### src/rtl/core/lsl_pkg.sv
`default_nettype none
package lsl_pkg;

    // name buffer size and derived widths
    localparam int MAX_NAME_CHARS = 8;
    localparam int CNT_W          = $clog2(MAX_NAME_CHARS + 1);
    localparam int IDX_W          = $clog2(MAX_NAME_CHARS);

    // queue between classifier and emitter
    localparam int QDEPTH = 4;
    localparam int QPTR_W = $clog2(QDEPTH);
    localparam int QCNT_W = $clog2(QDEPTH + 1);

    // token kinds
    localparam logic [4:0] K_AND     = 5'd0;
    localparam logic [4:0] K_OR      = 5'd1;
    localparam logic [4:0] K_NOT     = 5'd2;
    localparam logic [4:0] K_DEFINE  = 5'd3;
    localparam logic [4:0] K_RUN     = 5'd4;
    localparam logic [4:0] K_FIND    = 5'd5;
    localparam logic [4:0] K_CLEAR   = 5'd6;
    localparam logic [4:0] K_ALL     = 5'd7;
    localparam logic [4:0] K_NAME    = 5'd8;
    localparam logic [4:0] K_VALUE   = 5'd9;
    localparam logic [4:0] K_LPAREN  = 5'd10;
    localparam logic [4:0] K_RPAREN  = 5'd11;
    localparam logic [4:0] K_COLON   = 5'd12;
    localparam logic [4:0] K_SEMI    = 5'd13;
    localparam logic [4:0] K_QUOTE   = 5'd14;
    localparam logic [4:0] K_COMMA   = 5'd15;
    localparam logic [4:0] K_NEWLINE = 5'd16;
    localparam logic [4:0] K_ERROR   = 5'd17;

    localparam logic [1:0] NO_VALUE  = 2'd2;
    localparam logic [1:0] VAL_ZERO  = 2'd0;
    localparam logic [1:0] VAL_ONE   = 2'd1;

    // keywords packed first character in lowest byte, zero padded
    localparam logic [63:0] W_DEFINE = 64'h0000_454E_4946_4544;
    localparam logic [63:0] W_RUN    = 64'h0000_0000_004E_5552;
    localparam logic [63:0] W_FIND   = 64'h0000_0000_444E_4946;
    localparam logic [63:0] W_CLEAR  = 64'h0000_0052_4145_4C43;
    localparam logic [63:0] W_ALL    = 64'h0000_0000_004C_4C41;
    localparam logic [63:0] W_ONE    = 64'h0000_0000_0000_0031;
    localparam logic [63:0] W_ZERO   = 64'h0000_0000_0000_0030;

    localparam int L_DEFINE = 6;
    localparam int L_RUN    = 3;
    localparam int L_FIND   = 4;
    localparam int L_CLEAR  = 5;
    localparam int L_ALL    = 3;
    localparam int L_DIGIT  = 1;

    // one queued work entry: optional flushed name, then optional own token
    typedef struct packed {
        logic        has_name;
        logic [4:0]  name_kind;
        logic [1:0]  name_value;
        logic [63:0] name_chars;
        logic [3:0]  name_length;
        logic        name_overflow;
        logic        has_tok;
        logic [4:0]  tok_kind;
    } lsl_entry_t;

    // queue status toward the classifier
    typedef struct packed {
        logic full;
    } lsl_qstat_t;

endpackage
`default_nettype wire

### src/rtl/core/lsl_front.sv
`default_nettype none
module lsl_front (
    input  wire logic              aclk,
    input  wire logic              aresetn,
    input  wire logic              s_tvalid,
    output logic                   s_tready,
    input  wire logic [7:0]        s_tdata,    // in_byte
    input  wire lsl_pkg::lsl_qstat_t qstat,
    output logic                   push,
    output lsl_pkg::lsl_entry_t    entry
);

    typedef enum logic [2:0] {
        CLS_CHAR,
        CLS_OP,
        CLS_SPACE,
        CLS_DELIM,
        CLS_ERR
    } cls_t;

    logic [7:0]                  buf_reg [lsl_pkg::MAX_NAME_CHARS];
    logic [lsl_pkg::CNT_W-1:0]   count_reg, count_next;
    logic                        ovf_reg, ovf_next;
    logic                        halted_reg, halted_next;

    cls_t        cls;
    logic [4:0]  tkind;
    logic [7:0]  c;
    logic        accept;
    logic [63:0] chars;
    logic        is_def, is_run, is_find, is_clear, is_all, is_one, is_zero;

    assign c        = s_tdata;
    assign s_tready = halted_reg | ~qstat.full;
    assign accept   = s_tvalid & s_tready & ~halted_reg;

    // byte class
    always_comb begin
        cls   = CLS_ERR;
        tkind = lsl_pkg::K_ERROR;
        if ((c >= "A" && c <= "Z") || (c >= "a" && c <= "z") ||
            (c >= "0" && c <= "9") || c == ".") begin
            cls = CLS_CHAR;
        end else begin
            case (c)
                "&":   begin cls = CLS_OP;    tkind = lsl_pkg::K_AND;     end
                "|":   begin cls = CLS_OP;    tkind = lsl_pkg::K_OR;      end
                "!":   begin cls = CLS_OP;    tkind = lsl_pkg::K_NOT;     end
                " ":   begin cls = CLS_SPACE; tkind = lsl_pkg::K_ERROR;   end
                "(":   begin cls = CLS_DELIM; tkind = lsl_pkg::K_LPAREN;  end
                ")":   begin cls = CLS_DELIM; tkind = lsl_pkg::K_RPAREN;  end
                ":":   begin cls = CLS_DELIM; tkind = lsl_pkg::K_COLON;   end
                ";":   begin cls = CLS_DELIM; tkind = lsl_pkg::K_SEMI;    end
                "\"":  begin cls = CLS_DELIM; tkind = lsl_pkg::K_QUOTE;   end
                ",":   begin cls = CLS_DELIM; tkind = lsl_pkg::K_COMMA;   end
                8'h0A: begin cls = CLS_DELIM; tkind = lsl_pkg::K_NEWLINE; end
                default: begin cls = CLS_ERR; tkind = lsl_pkg::K_ERROR;   end
            endcase
        end
    end

    // pending name, bytes past the count masked to zero
    always_comb begin
        chars = '0;
        for (int i = 0; i < lsl_pkg::MAX_NAME_CHARS; i++) begin
            if (i < int'(count_reg)) begin
                chars[8*i +: 8] = buf_reg[i];
            end
        end
    end

    // keyword and value compares
    always_comb begin
        is_def   = ~ovf_reg && count_reg == lsl_pkg::CNT_W'(lsl_pkg::L_DEFINE)
                   && chars == lsl_pkg::W_DEFINE;
        is_run   = ~ovf_reg && count_reg == lsl_pkg::CNT_W'(lsl_pkg::L_RUN)
                   && chars == lsl_pkg::W_RUN;
        is_find  = ~ovf_reg && count_reg == lsl_pkg::CNT_W'(lsl_pkg::L_FIND)
                   && chars == lsl_pkg::W_FIND;
        is_clear = ~ovf_reg && count_reg == lsl_pkg::CNT_W'(lsl_pkg::L_CLEAR)
                   && chars == lsl_pkg::W_CLEAR;
        is_all   = ~ovf_reg && count_reg == lsl_pkg::CNT_W'(lsl_pkg::L_ALL)
                   && chars == lsl_pkg::W_ALL;
        is_one   = ~ovf_reg && count_reg == lsl_pkg::CNT_W'(lsl_pkg::L_DIGIT)
                   && chars == lsl_pkg::W_ONE;
        is_zero  = ~ovf_reg && count_reg == lsl_pkg::CNT_W'(lsl_pkg::L_DIGIT)
                   && chars == lsl_pkg::W_ZERO;
    end

    // queue entry for this byte
    always_comb begin
        entry               = '0;
        entry.name_value    = lsl_pkg::NO_VALUE;
        entry.name_kind     = lsl_pkg::K_NAME;
        entry.has_name      = (cls == CLS_SPACE || cls == CLS_DELIM) && count_reg != '0;
        entry.has_tok       = (cls == CLS_OP || cls == CLS_DELIM || cls == CLS_ERR);
        entry.tok_kind      = tkind;
        if (is_def) begin
            entry.name_kind = lsl_pkg::K_DEFINE;
        end else if (is_run) begin
            entry.name_kind = lsl_pkg::K_RUN;
        end else if (is_find) begin
            entry.name_kind = lsl_pkg::K_FIND;
        end else if (is_clear) begin
            entry.name_kind = lsl_pkg::K_CLEAR;
        end else if (is_all) begin
            entry.name_kind = lsl_pkg::K_ALL;
        end else if (is_one) begin
            entry.name_kind  = lsl_pkg::K_VALUE;
            entry.name_value = lsl_pkg::VAL_ONE;
        end else if (is_zero) begin
            entry.name_kind  = lsl_pkg::K_VALUE;
            entry.name_value = lsl_pkg::VAL_ZERO;
        end else begin
            entry.name_chars    = chars;
            entry.name_length   = 4'(count_reg);
            entry.name_overflow = ovf_reg;
        end
    end

    assign push = accept && (entry.has_name || entry.has_tok);

    // buffer state update
    always_comb begin
        count_next  = count_reg;
        ovf_next    = ovf_reg;
        halted_next = halted_reg;
        if (accept) begin
            case (cls)
                CLS_CHAR: begin
                    if (count_reg < lsl_pkg::CNT_W'(lsl_pkg::MAX_NAME_CHARS)) begin
                        count_next = count_reg + 1'b1;
                    end else begin
                        ovf_next = 1'b1;
                    end
                end
                CLS_SPACE, CLS_DELIM: begin
                    count_next = '0;
                    ovf_next   = 1'b0;
                end
                CLS_ERR: halted_next = 1'b1;
                default: ;
            endcase
        end
    end

    always_ff @(posedge aclk) begin
        if (!aresetn) begin
            count_reg  <= '0;
            ovf_reg    <= 1'b0;
            halted_reg <= 1'b0;
        end else begin
            count_reg  <= count_next;
            ovf_reg    <= ovf_next;
            halted_reg <= halted_next;
        end
    end

    // character store
    always_ff @(posedge aclk) begin
        if (accept && cls == CLS_CHAR &&
            count_reg < lsl_pkg::CNT_W'(lsl_pkg::MAX_NAME_CHARS)) begin
            buf_reg[count_reg[lsl_pkg::IDX_W-1:0]] <= c;
        end
    end

endmodule
`default_nettype wire

### src/rtl/core/lsl_queue.sv
`default_nettype none
module lsl_queue (
    input  wire logic                aclk,
    input  wire logic                aresetn,
    input  wire logic                push,
    input  wire lsl_pkg::lsl_entry_t push_entry,
    output lsl_pkg::lsl_qstat_t      qstat,
    output logic                     head_valid,
    output lsl_pkg::lsl_entry_t      head_entry,
    input  wire logic                pop
);

    lsl_pkg::lsl_entry_t        mem_reg [lsl_pkg::QDEPTH];
    logic [lsl_pkg::QPTR_W-1:0] wptr_reg, wptr_next;
    logic [lsl_pkg::QPTR_W-1:0] rptr_reg, rptr_next;
    logic [lsl_pkg::QCNT_W-1:0] cnt_reg, cnt_next;

    assign qstat.full = cnt_reg == lsl_pkg::QCNT_W'(lsl_pkg::QDEPTH);
    assign head_valid = cnt_reg != '0;
    assign head_entry = mem_reg[rptr_reg];

    // pointer and fill update
    always_comb begin
        wptr_next = wptr_reg;
        rptr_next = rptr_reg;
        cnt_next  = cnt_reg;
        if (push) begin
            wptr_next = (wptr_reg == lsl_pkg::QPTR_W'(lsl_pkg::QDEPTH - 1)) ? '0
                        : wptr_reg + 1'b1;
        end
        if (pop) begin
            rptr_next = (rptr_reg == lsl_pkg::QPTR_W'(lsl_pkg::QDEPTH - 1)) ? '0
                        : rptr_reg + 1'b1;
        end
        if (push && !pop) begin
            cnt_next = cnt_reg + 1'b1;
        end else if (pop && !push) begin
            cnt_next = cnt_reg - 1'b1;
        end
    end

    always_ff @(posedge aclk) begin
        if (!aresetn) begin
            wptr_reg <= '0;
            rptr_reg <= '0;
            cnt_reg  <= '0;
        end else begin
            wptr_reg <= wptr_next;
            rptr_reg <= rptr_next;
            cnt_reg  <= cnt_next;
        end
    end

    // entry store
    always_ff @(posedge aclk) begin
        if (push) begin
            mem_reg[wptr_reg] <= push_entry;
        end
    end

endmodule
`default_nettype wire

### src/rtl/core/lsl_back.sv
`default_nettype none
module lsl_back (
    input  wire logic                aclk,
    input  wire logic                aresetn,
    input  wire logic                head_valid,
    input  wire lsl_pkg::lsl_entry_t head_entry,
    output logic                     pop,
    output logic                     m_tvalid,
    input  wire logic                m_tready,
    output logic [79:0]              m_tdata,
    output logic                     m_tlast
);

    logic        valid_reg, valid_next;
    logic        phase_reg, phase_next;
    logic [4:0]  kind_reg, kind_next;
    logic [1:0]  value_reg, value_next;
    logic [63:0] chars_reg, chars_next;
    logic [3:0]  len_reg, len_next;
    logic        ovf_reg, ovf_next;
    logic        last_reg, last_next;
    logic        load;

    assign load = head_valid && (!valid_reg || m_tready);

    // pick the next beat from the head entry
    always_comb begin
        valid_next = valid_reg;
        phase_next = phase_reg;
        kind_next  = kind_reg;
        value_next = value_reg;
        chars_next = chars_reg;
        len_next   = len_reg;
        ovf_next   = ovf_reg;
        last_next  = last_reg;
        pop        = 1'b0;
        if (valid_reg && m_tready) begin
            valid_next = 1'b0;
        end
        if (load) begin
            valid_next = 1'b1;
            if (head_entry.has_name && !phase_reg) begin
                kind_next  = head_entry.name_kind;
                value_next = head_entry.name_value;
                chars_next = head_entry.name_chars;
                len_next   = head_entry.name_length;
                ovf_next   = head_entry.name_overflow;
                last_next  = !head_entry.has_tok;
                if (head_entry.has_tok) begin
                    phase_next = 1'b1;
                end else begin
                    pop = 1'b1;
                end
            end else begin
                kind_next  = head_entry.tok_kind;
                value_next = lsl_pkg::NO_VALUE;
                chars_next = '0;
                len_next   = '0;
                ovf_next   = 1'b0;
                last_next  = 1'b1;
                phase_next = 1'b0;
                pop        = 1'b1;
            end
        end
    end

    always_ff @(posedge aclk) begin
        if (!aresetn) begin
            valid_reg <= 1'b0;
            phase_reg <= 1'b0;
        end else begin
            valid_reg <= valid_next;
            phase_reg <= phase_next;
        end
    end

    // output beat payload
    always_ff @(posedge aclk) begin
        kind_reg  <= kind_next;
        value_reg <= value_next;
        chars_reg <= chars_next;
        len_reg   <= len_next;
        ovf_reg   <= ovf_next;
        last_reg  <= last_next;
    end

    assign m_tvalid = valid_reg;
    assign m_tlast  = last_reg;
    assign m_tdata  = {4'b0000, ovf_reg, len_reg, chars_reg, value_reg, kind_reg};

endmodule
`default_nettype wire

### src/rtl/core/logic_script_lexer.sv
// a byte's first token is written into the queue and then into the output register
// throughput, when not stalled: one byte per cycle in, one token beat per cycle out;
//   a byte that flushes a name and has its own token needs two output beats
// a four-entry queue between classifier and emitter absorbs output stalls
// reset: aresetn synchronous active low, clears name count, overflow, halt and queue
`default_nettype none
module logic_script_lexer (
    input  wire logic        aclk,
    input  wire logic        aresetn,
    input  wire logic        s_tvalid,
    output logic             s_tready,
    input  wire logic [7:0]  s_tdata,   // [7:0] in_byte
    output logic             m_tvalid,
    input  wire logic        m_tready,
    output logic [79:0]      m_tdata,   // [4:0] token_kind, [6:5] token_value,
                                        // [70:7] name_chars, [74:71] name_length,
                                        // [75] name_overflow, [79:76] zero
    output logic             m_tlast    // last_of_item
);

    lsl_pkg::lsl_entry_t push_entry;
    lsl_pkg::lsl_entry_t head_entry;
    lsl_pkg::lsl_qstat_t qstat;
    logic                push;
    logic                pop;
    logic                head_valid;

    // classifier and name buffer
    lsl_front u_front (
        .aclk     (aclk),
        .aresetn  (aresetn),
        .s_tvalid (s_tvalid),
        .s_tready (s_tready),
        .s_tdata  (s_tdata),
        .qstat    (qstat),
        .push     (push),
        .entry    (push_entry)
    );

    // work queue
    lsl_queue u_queue (
        .aclk       (aclk),
        .aresetn    (aresetn),
        .push       (push),
        .push_entry (push_entry),
        .qstat      (qstat),
        .head_valid (head_valid),
        .head_entry (head_entry),
        .pop        (pop)
    );

    // token emitter
    lsl_back u_back (
        .aclk       (aclk),
        .aresetn    (aresetn),
        .head_valid (head_valid),
        .head_entry (head_entry),
        .pop        (pop),
        .m_tvalid   (m_tvalid),
        .m_tready   (m_tready),
        .m_tdata    (m_tdata),
        .m_tlast    (m_tlast)
    );

endmodule
`default_nettype wire

### config.mk
export PLATFORM = sky130hd
export DESIGN_NAME = logic_script_lexer
export DESIGN_NICKNAME = d
export VERILOG_FILES = /design/src/rtl/core/lsl_pkg.sv /design/src/rtl/core/lsl_front.sv /design/src/rtl/core/lsl_queue.sv /design/src/rtl/core/lsl_back.sv /design/src/rtl/core/logic_script_lexer.sv
export SDC_FILE = /design/constraint.sdc
export NUM_CORES = 1
export LEC_CHECK = 0
export ABC_AREA = 1
export BUFFER_PORTS_ARGS = -buffer_cell sky130_fd_sc_hd__buf_4
export CORE_MARGIN = 5
export CORE_UTILIZATION = 35
export CTS_BUF_LIST = sky130_fd_sc_hd__clkbuf_8
export DETAILED_ROUTE_END_ITERATION = 10
export PLACE_DENSITY = 0.56
export SETUP_SLACK_MARGIN = 0.15
export SLEW_MARGIN = 20
export SYNTH_ARGS = -nofsm -noshare
export SYNTH_HDL_FRONTEND = slang
export SYNTH_SLANG_ARGS = --single-unit
### constraint.sdc
create_clock -name aclk -period 9.2 [get_ports aclk]
set_clock_uncertainty 0.2 [all_clocks]
set_input_delay 0.92 -clock aclk [delete_from_list [all_inputs] [get_ports aclk]]
set_output_delay 0.92 -clock aclk [all_outputs]
set_load 0.03 [all_outputs]
* Yosys cells after proc, flatten, opt, wreduce, memory -nomap -nowiden *
Memory sizes are Yosys's and may differ from the RTL's. A register that Yosys moved wholly into a read port is not among the register bits.
Index checks and enable logic that the tools add are counted.
Widths: inputs -> output; s select.

word-level totals
  bits of input ports = 12
  RAM bits = 396
  logic and storage cells = 174
  output and inout bits = 83
  flip-flop bits (word level) = 92
  memories kept = 2

memories
  memory           depth  width  read ports  clocked after Yosys merged registers in  wr ports  line             RTL
  u_queue.mem_reg  4      83     1           1                                        1         lsl_queue.sv:13  lsl_pkg::lsl_entry_t mem_reg [lsl_pkg::QDEPTH];
  u_front.buf_reg  8      8      8           0                                        1         lsl_front.sv:21  logic [7:0] buf_reg [lsl_pkg::MAX_NAME_CHARS];

cells by class
  eq/ne operators = 34
  reductions and logical operators = 50
  magnitude comparators = 15
  muxes and demuxes = 48
  bitwise logic cells = 6
  $add $sub $neg = 5

operator list
  kind                  number
  $mux 71               5
  $mux 69               2
  $eq 64x23->1 const B  2
  $eq 64x6->1 const B   2
  $eq 8x6->1 const B    10
  $eq 64x31->1 const B  1
  $eq 64x39->1 const B  1
  $eq 64x47->1 const B  1
  $mux 8                8
  $pmux 5 s10           1
  $mux 5                7
  $logic_and 1x1->1     24
  $ge 8x7->1 const B    2
  $le 8x7->1 const B    2
  $lt 3x4->1 const A    4
  $eq 4x3->1 const B    3
  $mux 1                12
  $mux 3                4
  $pmux 3 s3            1
  $eq 8x4->1 const B    1
  $eq 8x7->1 const B    1
  $ge 8x6->1 const B    1
  $le 8x6->1 const B    1
  $logic_or 1x1->1      8
  other kinds (33)      54

* Depth between registers and ports, before layout *
Gate-level depths: netlist of the first run.

  word-level depth = 15
  mapped depth = 20
  mapped depth without buffers = 19

* Cells and area by module *
Synthesis of the first run repeated with hierarchy kept, for this count alone.

unflattened totals
  cells, all modules = 1790
  area total of the unflattened synthesis = 20572.2 um^2

modules (own cells, without submodules)
  module     cells an instance  area each (um^2)  sequential area each (um^2)  instances
  lsl_queue  863                12761.0           10149.7                      1
  lsl_front  663                4677.0            2042.0                       1
  lsl_back   264                3134.3            2352.3                       1

* Worst setup path before layout of the first run *
No wires, ideal clock.

  path type = input to register
  from = input m_tready
  to = register u_queue.cnt_reg[1] in the netlist's numbering
  path buffers = 0
  data required time = 8.880 ns
  stages on the path = 8
  library setup time = 0.120 ns
  path slack = 2.495 ns
  arrival time = 6.385 ns
  cells stage by stage = nor2_1 > a21oi_1 > nand2_1 > ha_1 > inv_1 > fa_1 > o21ai_0 > a21oi_1

on the way
  word-level cells in the longest chain between the ends = 6
  elaborated cells on any way between the ends = 8
  classes of those cells = 2 x mux; 6 x reduce/logical

RTL lines
  item                                 line                      RTL
  from (decl)                          logic_script_lexer.sv:14  input wire logic m_tready,
  $logic_or 1x1->1                     lsl_back.sv:24            assign load = head_valid && (!valid_reg || m_tready);
  $logic_and 1x1->1                    lsl_back.sv:24
  named net u_back.load                lsl_back.sv:22            logic load;
  $mux 1                               lsl_back.sv:40            if (load) begin
  $logic_not 1->1                      lsl_queue.sv:35           if (push && !pop) begin
  $logic_and 1x1->1                    lsl_queue.sv:35
  $mux 3                               lsl_queue.sv:35
  named net u_queue.cnt_next, one bit  lsl_queue.sv:16           logic [lsl_pkg::QCNT_W-1:0] cnt_reg, cnt_next;
  to (signal assigned)                 lsl_queue.sv:50           cnt_reg <= cnt_next;
  to (decl)                            lsl_queue.sv:16

The timed path passes the listed nets, and every way through them passes these cells.
A chain may end at the register's enable or synchronous reset.

* Final worst setup path of the first run *
  from = input s_tdata[6]
  to = memory u_queue.mem_reg[3][76] in the netlist's numbering, enable pin

on the way
  word-level cells in the longest chain between the ends = 13
  elaborated cells on any way between the ends = 40
  classes of those cells = 6 x order compare; 16 x eq/ne; 4 x mux; 14 x reduce/logical

RTL lines
  item                                                          line                              RTL
  from (decl)                                                   logic_script_lexer.sv:12          input wire logic [7:0] s_tdata,
  $ge 8x7->1 / $le 8x7->1 (equally long branches)               lsl_front.sv:41                   if ((c >= "A" && c <= "Z") || (c >= "a" && c <= "z") ||
  $logic_and 1x1->1                                             lsl_front.sv:41
  $logic_or 1x1->1 (2 in a row)                                 lsl_front.sv:41
  $logic_or 1x1->1                                              lsl_front.sv:42                   (c >= "0" && c <= "9") || c == ".") begin
  $mux 3 (*)                                                    lsl_front.sv:41
  $eq 3x2->1 (tied with other cells)                            lsl_front.sv:95                   entry.has_name = (cls == CLS_SPACE || cls == CLS_DELIM) && count_reg != '0;
  $logic_or 1x1->1, on equally long branches                    lsl_front.sv:95, lsl_front.sv:96
  $logic_and 1x1->1 / $logic_or 1x1->1 (equally long branches)  lsl_front.sv:95, lsl_front.sv:96
  $logic_or 1x1->1 (*)                                          lsl_front.sv:121                  assign push = accept && (entry.has_name || entry.has_tok);
  $logic_and 1x1->1 (*)                                         lsl_front.sv:121
  $mux 1 (*)                                                    lsl_queue.sv:56                   if (push) begin
  $mux 1 (implied by the code) (*)                              lsl_queue.sv:57                   mem_reg[wptr_reg] <= push_entry;
  to (decl)                                                     lsl_queue.sv:13

Every way passes the cells marked *; elsewhere a longest branch is shown, timed or not.

==> results of run 1 <==
-- area by class of cell --
cell class	instances	area, sq um
clock buffer	85	1170
clock inverter	60	262
fill	5613	34400
inverter	150	569
multi-input combinational	1115	5080
sequential	486	14400
tap	765	957
timing repair buffer	108	811
-- power groups by stage --
| stage | Combinational (mW) | Clock (mW) | Sequential, mW |
|---|---|---|---|
| 3_5_place_dp | 1.94 | 0 | 2.98 |
| 4_1_cts | 1.95 | 1.75 | 2.93 |
| 6_report | 1.89 | 1.69 | 2.93 |
| 2_1_floorplan | 0.889 | 0 | 3.32 |
| 5_1_grt | 2.09 | 1.86 | 2.95 |
| 3_3_place_gp | 1.92 | 0 | 2.98 |
-- cell families (layout without fill, tap and decap cells) --
family / count (synthesis) / after routing / synth area share [%]
flip-flops: 486 / 486 / 70.7
AO/OA/AOI/OAI: 295 / 295 / 7.57
XOR/XNOR: 2 / 2 / 0.0859
buffers and inverters: 231 / 403 / 4.71
AND/OR/NAND/NOR: 803 / 803 / 16.2
other: 1 / 4 / 0.0184
adder cells (fa/ha/maj): 11 / 11 / 0.711
-- cell usage after synthesis, drive strengths merged (4+ instances only) --
cell,number
nor2,500
edfxtp,469
o21ai,190
nand2,174
inv,149
a21oi,91
nand3,86
clkbuf,41
buf,40
nor3,20
dfxtp,17
nand4,14
ha,10
nand3b,6
o22ai,6
a31oi,4
-- worst min-delay path by stage --
stage / slack, ns / start / end
2_1_floorplan: 0.26 / u_front.halted_reg / u_front.halted_reg
3_3_place_gp: 0.28 / u_queue.cnt_reg[1] / u_queue.cnt_reg[1]
3_5_place_dp: 0.29 / u_queue.cnt_reg[1] / u_queue.cnt_reg[1]
4_1_cts: 0.29 / u_queue.cnt_reg[1] / u_queue.cnt_reg[1]
5_1_grt: 0.33 / u_queue.cnt_reg[1] / u_queue.cnt_reg[1]
6_report: 0.29 / u_queue.cnt_reg[1] / u_queue.cnt_reg[1]
-- per-layer routing --
layer  vias up  track usage (%)
li1       6498                -
met1      6580             23.4
met2       373             25.9
met3        82             3.47
met4         0             5.22
met5         -                0
-- cell usage in the layout (no fill, tap or decap), types with 3 or more instances in the layout --
| cell | n |
|---|---|
| clkinv_2 | 16 |
| o21ai_2 | 6 |
| nor2_2 | 6 |
| ha_1 | 10 |
| o22ai_1 | 6 |
| conb_1 | 4 |
| nor2_1 | 487 |
| buf_4 | 108 |
| o21ai_0 | 181 |
| inv_2 | 3 |
| nand2_2 | 6 |
| nor2_4 | 7 |
| a21oi_1 | 89 |
| nand3_2 | 3 |
| nor3_2 | 4 |
| dfxtp_1 | 15 |
| nand4_1 | 14 |
| clkinv_1 | 23 |
| a31oi_1 | 4 |
| edfxtp_1 | 469 |
| nand3_1 | 83 |
| nor3_1 | 16 |
| nand2_1 | 166 |
| clkbuf_8 | 85 |
| nand3b_1 | 5 |
| inv_1 | 162 |
-- stage by stage --
| step | power, mW | cells | hold slack (ns) |
|---|---|---|---|
| 2_1_floorplan | 4.21 | 1832 | 0.256 |
| 3_3_place_gp | 4.90 | 2624 | 0.275 |
| 3_5_place_dp | 4.92 | 2624 | 0.285 |
| 4_1_cts | 6.64 | 2769 | 0.294 |
| 5_1_grt | 6.91 | 2769 | 0.334 |
| 6_report | 6.51 | 2769 | 0.294 |
-- critical path, delay by kind of cell --
kind / cells / cell delay, ns
simple gates: 10 / 2.35
buf+inv: 3 / 1.11
==> key figures, run 1 <==
Synthesis
  – Mapped cell area: 20400 sq um
  – Top_reg_cell synth: edfxtp_1
  – Sequential share of the synthesized area: 70.7%
  – Syn avg cell area: 11.2 sq um
  – Synth top area share: 69.0%
  – Largest cells by area after synthesis: edfxtp_1, nor2_1, o21ai_0, nand2_1, inv_1
  – Synth warnings: 0
  – Post-Synthesis Cells: 1829
  – Post-synth EDFFs: 469
  – Async SR Flop Fraction: 0%
  – Synth Register Bits: 486
  – Area leader, netlist: edfxtp_1
  – Library cells used by synthesis: 44

Worst setup path
  – Worst EP required: 9.26 ns
  – Crit Path Class: in2reg
  – Crit start category: primary input
  – Crit-path max cell delay: 0.86 ns
  – Crit path DAT: 4.45 ns
  – CP max stage cell: nor2_4
  – Worst Setup End Kind: flop
  – Reg2Reg Depth: 7
  – RR Endpoint: u_queue.mem_reg[3][76]
  – Worst path most repeated cell: nand2_1
  – Flop2flop setup slack: 5.04 ns
  – CP Max Fanout: 53
  – Critical path, cell by cell: buf_4, inv_1, nand2_1, nor2_1, nand2_1, nand2_1, nor2_1, nand3_1, nand2_1, nand2_1, nand2_1, nor2_4, buf_4
  – Reg2reg start: u_front.count_reg[3]
  – Crit path capture: u_queue.mem_reg[3][76]
  – Setup crit start: s_tdata[6]

Clocking
  – Worst skew pair latency: 0.65 ns
  – Clock root buffer: clkbuf_8
  – Post-CTS sizing: 0
  – Hold Buf Count CTS: 0
  – Post-CTS Setup Inserts: 0
  – CTS tree: built
  – CTS Buf Count: 81
  – # clock sinks: 486
  – Htree depth: 3
  – Clock slew at reported path FFs: 0.06 ns
  – Clock Path Buffers: 3

Pwr
  – Power Density: 280 nW/um^2
  – Pint: 4.19 mW
  – Worst vdd ir: 0.209 mV
  – Switch share: 35.7%
  – P_sw: 2.32 mW
  – Clk network pwr share: 26.0%
  – Sequential fraction of design power: 44.9%
  – Logic gate share of total power: 29.1%
  – Leak Pwr: 8.69 nW

Routing
  – Met2 Routed Length: 24.5 mm
  – ANT nets after route: 0
  – Vias: 13500
  – Vias per cell: 4.89
  – Drt wl/cell: 19.3 um
  – Post-Route WL: 53.3 mm
  – Max layer used: met4
  – Post-Route M1 WL: 24.7 mm
  – 1st-iter DRT viols: 1040
  – DRC: 0
  – Drt pass-1 iters: 5
  – Routed wl met3: 2.96 mm

Cells and area
  – Number of flip-flops in the largest register: 328
  – Final non-filler cell area: 23300 sq um
  – Synth-to-Final Area Change: 14.1%
  – Fin util: 40.4%
  – Share of layout cells above drive strength 1: 12.9%
  – Diode count: 0
  – Layout Nets: 1965

Floorplanning
  – Die width: 251 um
  – Die footprint: 63200 sq um
  – Initial Utilization: 35.4%
  – IO Count: 95
  – Row cnt: 88
  – Die Ht: 251 um
  – Core region area: 57700 sq um

Status
  – Outcome: completed

STA
  – Setup TNS: 0 ns
  – Worst-Margin Slew: 1.04 ns
  – Rel. slew slack: 30.8%
  – Final hold vios: 0
  – Final Critical Period: 4.38 ns
  – F_max: 228 MHz
  – RSZ-0062 raised after global routing: false
  – Final WS setup: 4.82 ns
  – # setup viols final: 0
  – Slew Limit Fails: 0
  – Period utilization: 47.6%

GRT
  – Gr usage total: 16.6%
  – Vias in the first global route: 13200
  – First-pass GRT wire length: 80.9 mm
  – Largest net degree at the start of global routing: 98
  – Grt ovf: 0
  – Initial antenna violation count: 0

Placement
  – Dpl ws: 4.05 ns
  – Gpl congestion: 0.923
  – Post-detail-place hpwl: 33.9 mm
  – Placed Area: 21800 sq um
  – Port Buffers: 90

Flow run
  – Maxcap violations: 0

Min path
  – Hold depth: 2
  – Worst hold path type: reg2reg
No activity file was read; power rests on OpenSTA's default activity.
==> run 2: changes to the inputs <==
- ABC_AREA: 1 -> 0
- PLACE_DENSITY: 0.56 -> 0.58
- clock period: 9.2 -> 3.8 ns (I/O delays scaled with it)
==> key figures, run 2 <==
Status
  – Outcome: completed

GRT
  – First-pass GRT wire length: 65.4 mm (-19%)
  – Largest net degree at the start of global routing: 74 (-24%)
  – Initial antenna violation count: 0 (unchanged)
  – Grt ovf: 0 (unchanged)
  – Vias in the first global route: 10400 (-21%)
  – Gr usage total: 14.4% (-2.2 points)

Worst setup path
  – Critical path, cell by cell: dlygate4sd3_1, buf_4, or3_1, and3_1, nor3_2, o21a_1, o21a_1, ha_1, inv_1, fa_1, xor2_1, or3_1, a21boi_0
  – Crit-path max cell delay: 0.53 ns (-0.33 ns)
  – Reg2reg start: u_front.count_reg[0]
  – Reg2Reg Depth: 9 (+2)
  – Flop2flop setup slack: 0.50 ns (-4.54 ns)
  – Worst Setup End Kind: flop
  – CP max stage cell: dlygate4sd3_1
  – CP Max Fanout: 18 (-66%)
  – Crit Path Class: in2reg
  – Crit path DAT: 3.71 ns (-0.74 ns)
  – RR Endpoint: u_queue.mem_reg[3][22]
  – Crit start category: primary input
  – Worst EP required: 4.16 ns (-5.10 ns)

Cells and area
  – Finished Layout Cells: 1960 (-29%)
  – Synth-to-Final Area Change: 17.9%
  – Number of flip-flops in the largest register: 328 (unchanged)
  – Layout Nets: 1223 (-38%)
  – Most frequent cells in the layout: edfxtp_1, buf_4, clkbuf_8
  – Commonest non-fill, non-tap cell in the layout: edfxtp_1
  – Share of layout cells above drive strength 1: 28.1% (+15 points)
  – Final non-filler cell area: 22500 sq um (-3.4%)
  – Fin util: 41.7% (+1.4 points)

STA
  – F_max: 299 MHz
  – Final hold vios: 0 (unchanged)
  – Period utilization: 88.0%
  – Final Critical Period: 3.35 ns
  – # setup viols final: 0 (unchanged)
  – Setup TNS: 0 ns (unchanged)
  – Rel. slew slack: 48.3% (+18 points)
  – Hold slack: 0.300 ns (+0.00650 ns)
  – Worst-Margin Slew: 0.772 ns (-0.264 ns)
  – RSZ-0062 raised after global routing: false
  – Slew Limit Fails: 0 (unchanged)
  – Final WS setup: 0.455 ns (-4.36 ns)

Floorplanning
  – Die width: 243 um (-3.2%)
  – Initial Utilization: 35.4% (about the same)
  – Die footprint: 59300 sq um (-6.2%)
  – Die Ht: 243 um (-3.2%)
  – Row cnt: 85 (-3.4%)
  – Core region area: 53900 sq um (-6.5%)
  – IO Count: 95 (unchanged)

Placement
  – Gpl congestion: 0.898 (-2.7%)
  – Post-detail-place hpwl: 27.6 mm (-19%)
  – Post-placement cell count: 1801 (-31%)
  – Dpl ws: 0.297 ns (-3.76 ns)
  – Port Buffers: 90 (unchanged)
  – Placed Area: 20800 sq um (-4.8%)

Synthesis
  – Library cells used by synthesis: 68 (+55%)
  – Count leader, synth: edfxtp_1
  – Area leader, netlist: edfxtp_1
  – Syn avg cell area: 18.6 sq um (+66%)
  – Synth warnings: 0 (unchanged)
  – Largest cells by area after synthesis: edfxtp_1, mux4_2, and3_1, dfxtp_1, and2_1
  – Post-synth EDFFs: 469 (unchanged)
  – Synth top area share: 73.8% (+4.8 points)
  – Sequential share of the synthesized area: 75.6% (+4.9 points)
  – Synth Register Bits: 486 (unchanged)
  – Mapped cell area: 19100 sq um (-6.5%)
  – Post-Synthesis Cells: 1028 (-44%)
  – Most frequent cells after synthesis: edfxtp_1, mux4_2, and3_1
  – Async SR Flop Fraction: 0% (unchanged)
  – Top_reg_cell synth: edfxtp_1

Flow run
  – Maxcap violations: 0 (unchanged)

Routing
  – Drt pass-1 iters: 5 (unchanged)
  – 1st-iter DRT viols: 639 (-39%)
  – Vias per cell: 5.06 (+3.6%)
  – ANT nets after route: 0 (unchanged)
  – Post-Route WL: 43.0 mm (-19%)
  – Vias: 9922 (-27%)
  – Drt wl/cell: 21.9 um (+14%)
  – DRC: 0 (unchanged)

Clocking
  – Post-CTS Setup Inserts: 0 (unchanged)
  – Htree depth: 3 (unchanged)
  – Clock Path Buffers: 3 (unchanged)
  – # clock sinks: 486 (unchanged)
  – CTS Buf Count: 81 (unchanged)
  – CTS tree: built
  – Clock root buffer: clkbuf_8
  – Clock slew at reported path FFs: 0.06 ns (about the same)
  – Worst skew pair latency: 0.64 ns (about the same)

Min path
  – Hold depth: 1 (-1)
  – Worst hold path type: reg2reg
  – Hold path endpoint: u_front.halted_reg
  – Hold_sp: u_front.halted_reg

Pwr
  – Total power: 15.1 mW (+130%)
  – Power Density: 673 nW/um^2 (+140%)
  – Leak Pwr: 7.61 nW (-12%)
  – Worst vdd ir: 0.558 mV (+170%)
run 2: cell types whose count changed after synthesis, sizes merged, moves of 23 or more:
cell | previous run | this run
and2 | 0 | 34
mux4 | 0 | 82
nor2b | 0 | 23
nand2 | 174 | 40
nor2 | 500 | 36
and3 | 1 | 75
inv | 149 | 10
nand3 | 86 | 12
o21ai | 190 | 14
a21oi | 91 | 13
run 2: final cells by class:
type                            count  area [sq um]
Fill cell                        4810         31400
Sequential cell                   486         14400
Multi-Input combinational cell    477          4360
Timing Repair Buffer              143          1200
Clock buffer                       86          1180
Tap cell                          696           871
Clock inverter                     60           397
Inverter                           11          41.3
Antenna cell                        1          2.50
run 2: power by group:
part	switching [mW]	total (mW)	internal, mW
sequential	0.236	7.01	6.78
clock	2.05	4.49	2.44
combinational	2.20	3.63	1.43
total	4.48	15.1	10.6
run 2: logic make-up (layout without fill, tap and decap cells):
logic type | Yosys count | count (layout) | share of synthesized area (%)
buffers and inverters | 68 | 300 | 1.72
XOR/XNOR | 3 | 3 | 0.138
adder cells (fa/ha/maj) | 11 | 11 | 0.761
multiplexers | 91 | 91 | 10.2
AO/OA/AOI/OAI | 58 | 58 | 2.16
AND/OR/NAND/NOR | 310 | 310 | 9.42
other | 1 | 5 | 0.0197
flip-flops | 486 | 486 | 75.6
run 2: timing repair:
item,4_1_cts,5_1_grt
hold endpoints to repair,85,0
setup endpoints to repair,0,53
gates resized for setup,0,2
hold buffers,12,0
run 2: routing by layer:
layer,vias to the layer above,track usage [%],part of all wire (%)
met5,-,0,0
met4,0,4.39,1.9
met3,64,2.96,5.0
met2,264,23.6,49
met1,5114,19.6,44
li1,4480,-,-
run 2: critical path, delay by kind of cell:
family,cells,cell delay [ns]
xor gates and xnor gates,1,0.18
and+or+nand+nor,4,1.18
adders and majority gates,2,0.58
AOI/OAI and AO/OA,3,0.60
buffers and inverters,3,0.80
run 2: worst max-delay path by stage:
stage / start / to / slack (ns) / depth (start not counted)
floorplan: s_tdata[0] / u_queue.mem_reg[0][0] / 0.27 / 8
global placement: u_front.count_reg[0] / u_queue.mem_reg[1][78] / 0.41 / 8
detailed placement: u_front.count_reg[0] / u_queue.mem_reg[0][78] / 0.30 / 8
CTS: u_front.count_reg[0] / u_queue.mem_reg[2][78] / 0.26 / 8
global route: u_front.count_reg[0] / u_queue.mem_reg[3][22] / 0.26 / 9
finish: s_tdata[0] / u_queue.cnt_reg[2] / 0.45 / 13
==> run 3: changes to the inputs <==
- REMOVE_ABC_BUFFERS: default -> 1
==> key figures, run 3 (synthesis results as in run 2) <==
Placement
  – Gpl congestion: 0.859 (-4.4%)
  – Post-placement cell count: 1800 (-0.056%)
  – Port Buffers: 90 (unchanged)
  – Post-detail-place hpwl: 25.5 mm (-7.5%)

Pwr
  – Sequential fraction of design power: 46.0% (-0.4 points)
  – Leak Pwr: 7.60 nW (about the same)
  – Clk network pwr share: 30.1% (+0.4 points)
  – Pint: 10.8 mW (+1.2%)
  – P_sw: 4.43 mW (-1.2%)
  – Worst vdd ir: 0.567 mV (+1.6%)
  – Power Density: 675 nW/um^2 (+0.28%)
  – Logic gate share of total power: 23.9% (about the same)
  – Switch share: 29.1% (-0.49 points)

Cells and area
  – Diode count: 0 (-1)
  – Finished Layout Cells: 1961 (+0.051%)
  – Number of flip-flops in the largest register: 328 (unchanged)
  – Share of layout cells above drive strength 1: 27.6% (-0.52 points)
  – Sequential Area: 14400 sq um (unchanged)
  – Commonest non-fill, non-tap cell in the layout: edfxtp_1
  – Synth-to-Final Area Change: 18.1%
  – Layout Nets: 1223 (unchanged)
  – Most frequent cells in the layout: edfxtp_1, buf_4, clkbuf_8
  – # fillers: 4695 (-2.4%)
  – Area occupied by multi-input gates: 4360 sq um (unchanged)

Floorplanning
  – Core region area: 53900 sq um (unchanged)
  – Die Ht: 243 um (unchanged)
  – Initial Utilization: 35.4% (unchanged)
  – Die width: 243 um (unchanged)
  – IO Count: 95 (unchanged)
  – Row cnt: 85 (unchanged)
  – Die footprint: 59300 sq um (unchanged)

Worst setup path
  – Worst EP required: 4.14 ns (-0.02 ns)
  – Reg2reg start: u_front.count_reg[0]
  – Flop2flop setup slack: 0.54 ns (+0.04 ns)
  – Crit Path Class: in2reg
  – Crit path DAT: 3.68 ns (-0.03 ns)
  – RR Endpoint: u_queue.mem_reg[1][8]
  – Worst Setup End Kind: flop
  – Reg2Reg Depth: 9 (unchanged)
  – Crit start category: primary input
  – CP Max Fanout: 21 (+3)

STA
  – # setup viols final: 0 (unchanged)
  – Slew Limit Fails: 0 (unchanged)
  – Period utilization: 87.8% (-0.21 points)
  – F_max: 300 MHz (+0.24%)
  – RSZ-0062 raised after global routing: false
  – Rel. slew slack: 51.0% (+2.7 points)
  – Worst-Margin Slew: 0.735 ns (-0.0368 ns)
  – Setup TNS: 0 ns (unchanged)
  – Final Critical Period: 3.34 ns (-0.00806 ns)
  – Final hold vios: 0 (unchanged)

GRT
  – Vias in the first global route: 10700 (+3.3%)
  – Largest net degree at the start of global routing: 83 (+12%)
  – Grt ovf: 0 (unchanged)
  – First-pass GRT wire length: 64.4 mm (-1.6%)
  – Initial antenna violation count: 0 (unchanged)
  – Gr usage total: 13.9% (-0.50 points)

Status
  – Outcome: completed

Clocking
  – Clock root buffer: clkbuf_8
  – # clock sinks: 486 (unchanged)
  – CTS tree: built
  – CTS Buf Count: 82 (+1.2%)
  – Clock Path Buffers: 3 (unchanged)
  – Htree depth: 3 (unchanged)
  – Worst skew pair latency: 0.63 ns (about the same)
  – Clock slew at reported path FFs: 0.06 ns (about the same)

Min path
  – Hold path endpoint: u_front.halted_reg
  – Hold_sp: u_front.halted_reg
  – Worst hold path type: reg2reg
  – Hold depth: 1 (unchanged)

Routing
  – ANT nets after route: 0 (unchanged)
  – DRC: 0 (unchanged)
  – Vias: 9915 (-0.071%)
  – Vias per cell: 5.06 (-0.12%)
  – Post-Route WL: 41.3 mm (-3.9%)
  – Drt pass-1 iters: 5 (unchanged)
  – Drt wl/cell: 21.1 um (-3.9%)
  – 1st-iter DRT viols: 637 (-0.31%)

Flow run
  – Maxcap violations: 0 (unchanged)
-- run 3: final cells by class --
| type | count | share of cell area (%) |
|---|---|---|
| well taps | 696 | 3.86 |
| flip-flops and latches | 486 | 64.0 |
| inverters | 11 | 0.183 |
| clock inverters | 60 | 1.82 |
| multi-input cells | 477 | 19.3 |
| repair buffers | 142 | 5.31 |
| clock buffers | 89 | 5.44 |
-- run 3: stage by stage --
stage	utilization [%]	hold slack [ns]	setup WS, ns	area [sq um]	power, mW
2_1_floorplan	-	0.257	-2.56	18800	9.61
3_3_place_gp	38.5	0.275	0.514	20800	10.8
3_5_place_dp	38.5	0.280	0.367	20800	10.9
4_1_cts	41.8	0.302	0.377	22500	15.5
5_1_grt	41.8	0.339	0.255	22500	16.0
6_report	41.8	0.300	0.463	22500	15.2
-- run 3: worst max-delay path by stage --
stage	startpoint	to	slack, ns	cells after the start
after floorplan	u_queue.cnt_reg[0]	u_queue.cnt_reg[2]	-2.56	9
after global routing	s_tdata[1]	u_queue.cnt_reg[2]	0.25	13
after CTS	u_front.count_reg[0]	u_queue.cnt_reg[2]	0.38	11
after detailed placement	u_front.count_reg[0]	u_queue.cnt_reg[2]	0.37	11
after global placement	u_front.count_reg[0]	u_queue.mem_reg[2][8]	0.51	9
final	s_tdata[1]	u_queue.cnt_reg[2]	0.46	13
-- run 3: worst max-delay path, stage by stage --
cell,delay (ns)
dlygate4sd3_1,0.56
buf_4,0.22
nor2b_1,0.19
a32oi_1,0.24
o21ai_0,0.10
a31oi_1,0.48
o21a_1,0.23
ha_1,0.19
inv_1,0.06
fa_1,0.37
xor2_1,0.18
or3_1,0.30
a21boi_0,0.19
-- run 3: power groups by stage --
| stage | Sequential (mW) | Clock, mW | Combinational, mW |
|---|---|---|---|
| after global routing | 7.07 | 5.01 | 3.94 |
| after CTS | 7.02 | 4.74 | 3.77 |
| after floorplan | 8.19 | 0 | 1.43 |
| after detailed placement | 7.12 | 0 | 3.73 |
| final | 7.00 | 4.57 | 3.63 |
| after global placement | 7.11 | 0 | 3.72 |
-- run 3: repair_timing --
item | in CTS | in global routing
hold buffers | 12 | 0
hold endpoints to repair | 81 | 0
endpoints found under the setup margin | 0 | 1
resized for setup | 0 | 1
setup buffers | 0 | 0
-- run 3: layer usage --
metal / routed length [um] / share of wire [%] / global-route usage [%] / vias up
met3: 1740 / 4.2 / 2.98 / 72
li1: - / - / - / 4479
met5: 0 / 0 / 0 / -
met4: 1010 / 2.5 / 5.01 / 0
met1: 17900 / 43 / 18.1 / 5115
met2: 20700 / 50 / 23.3 / 249
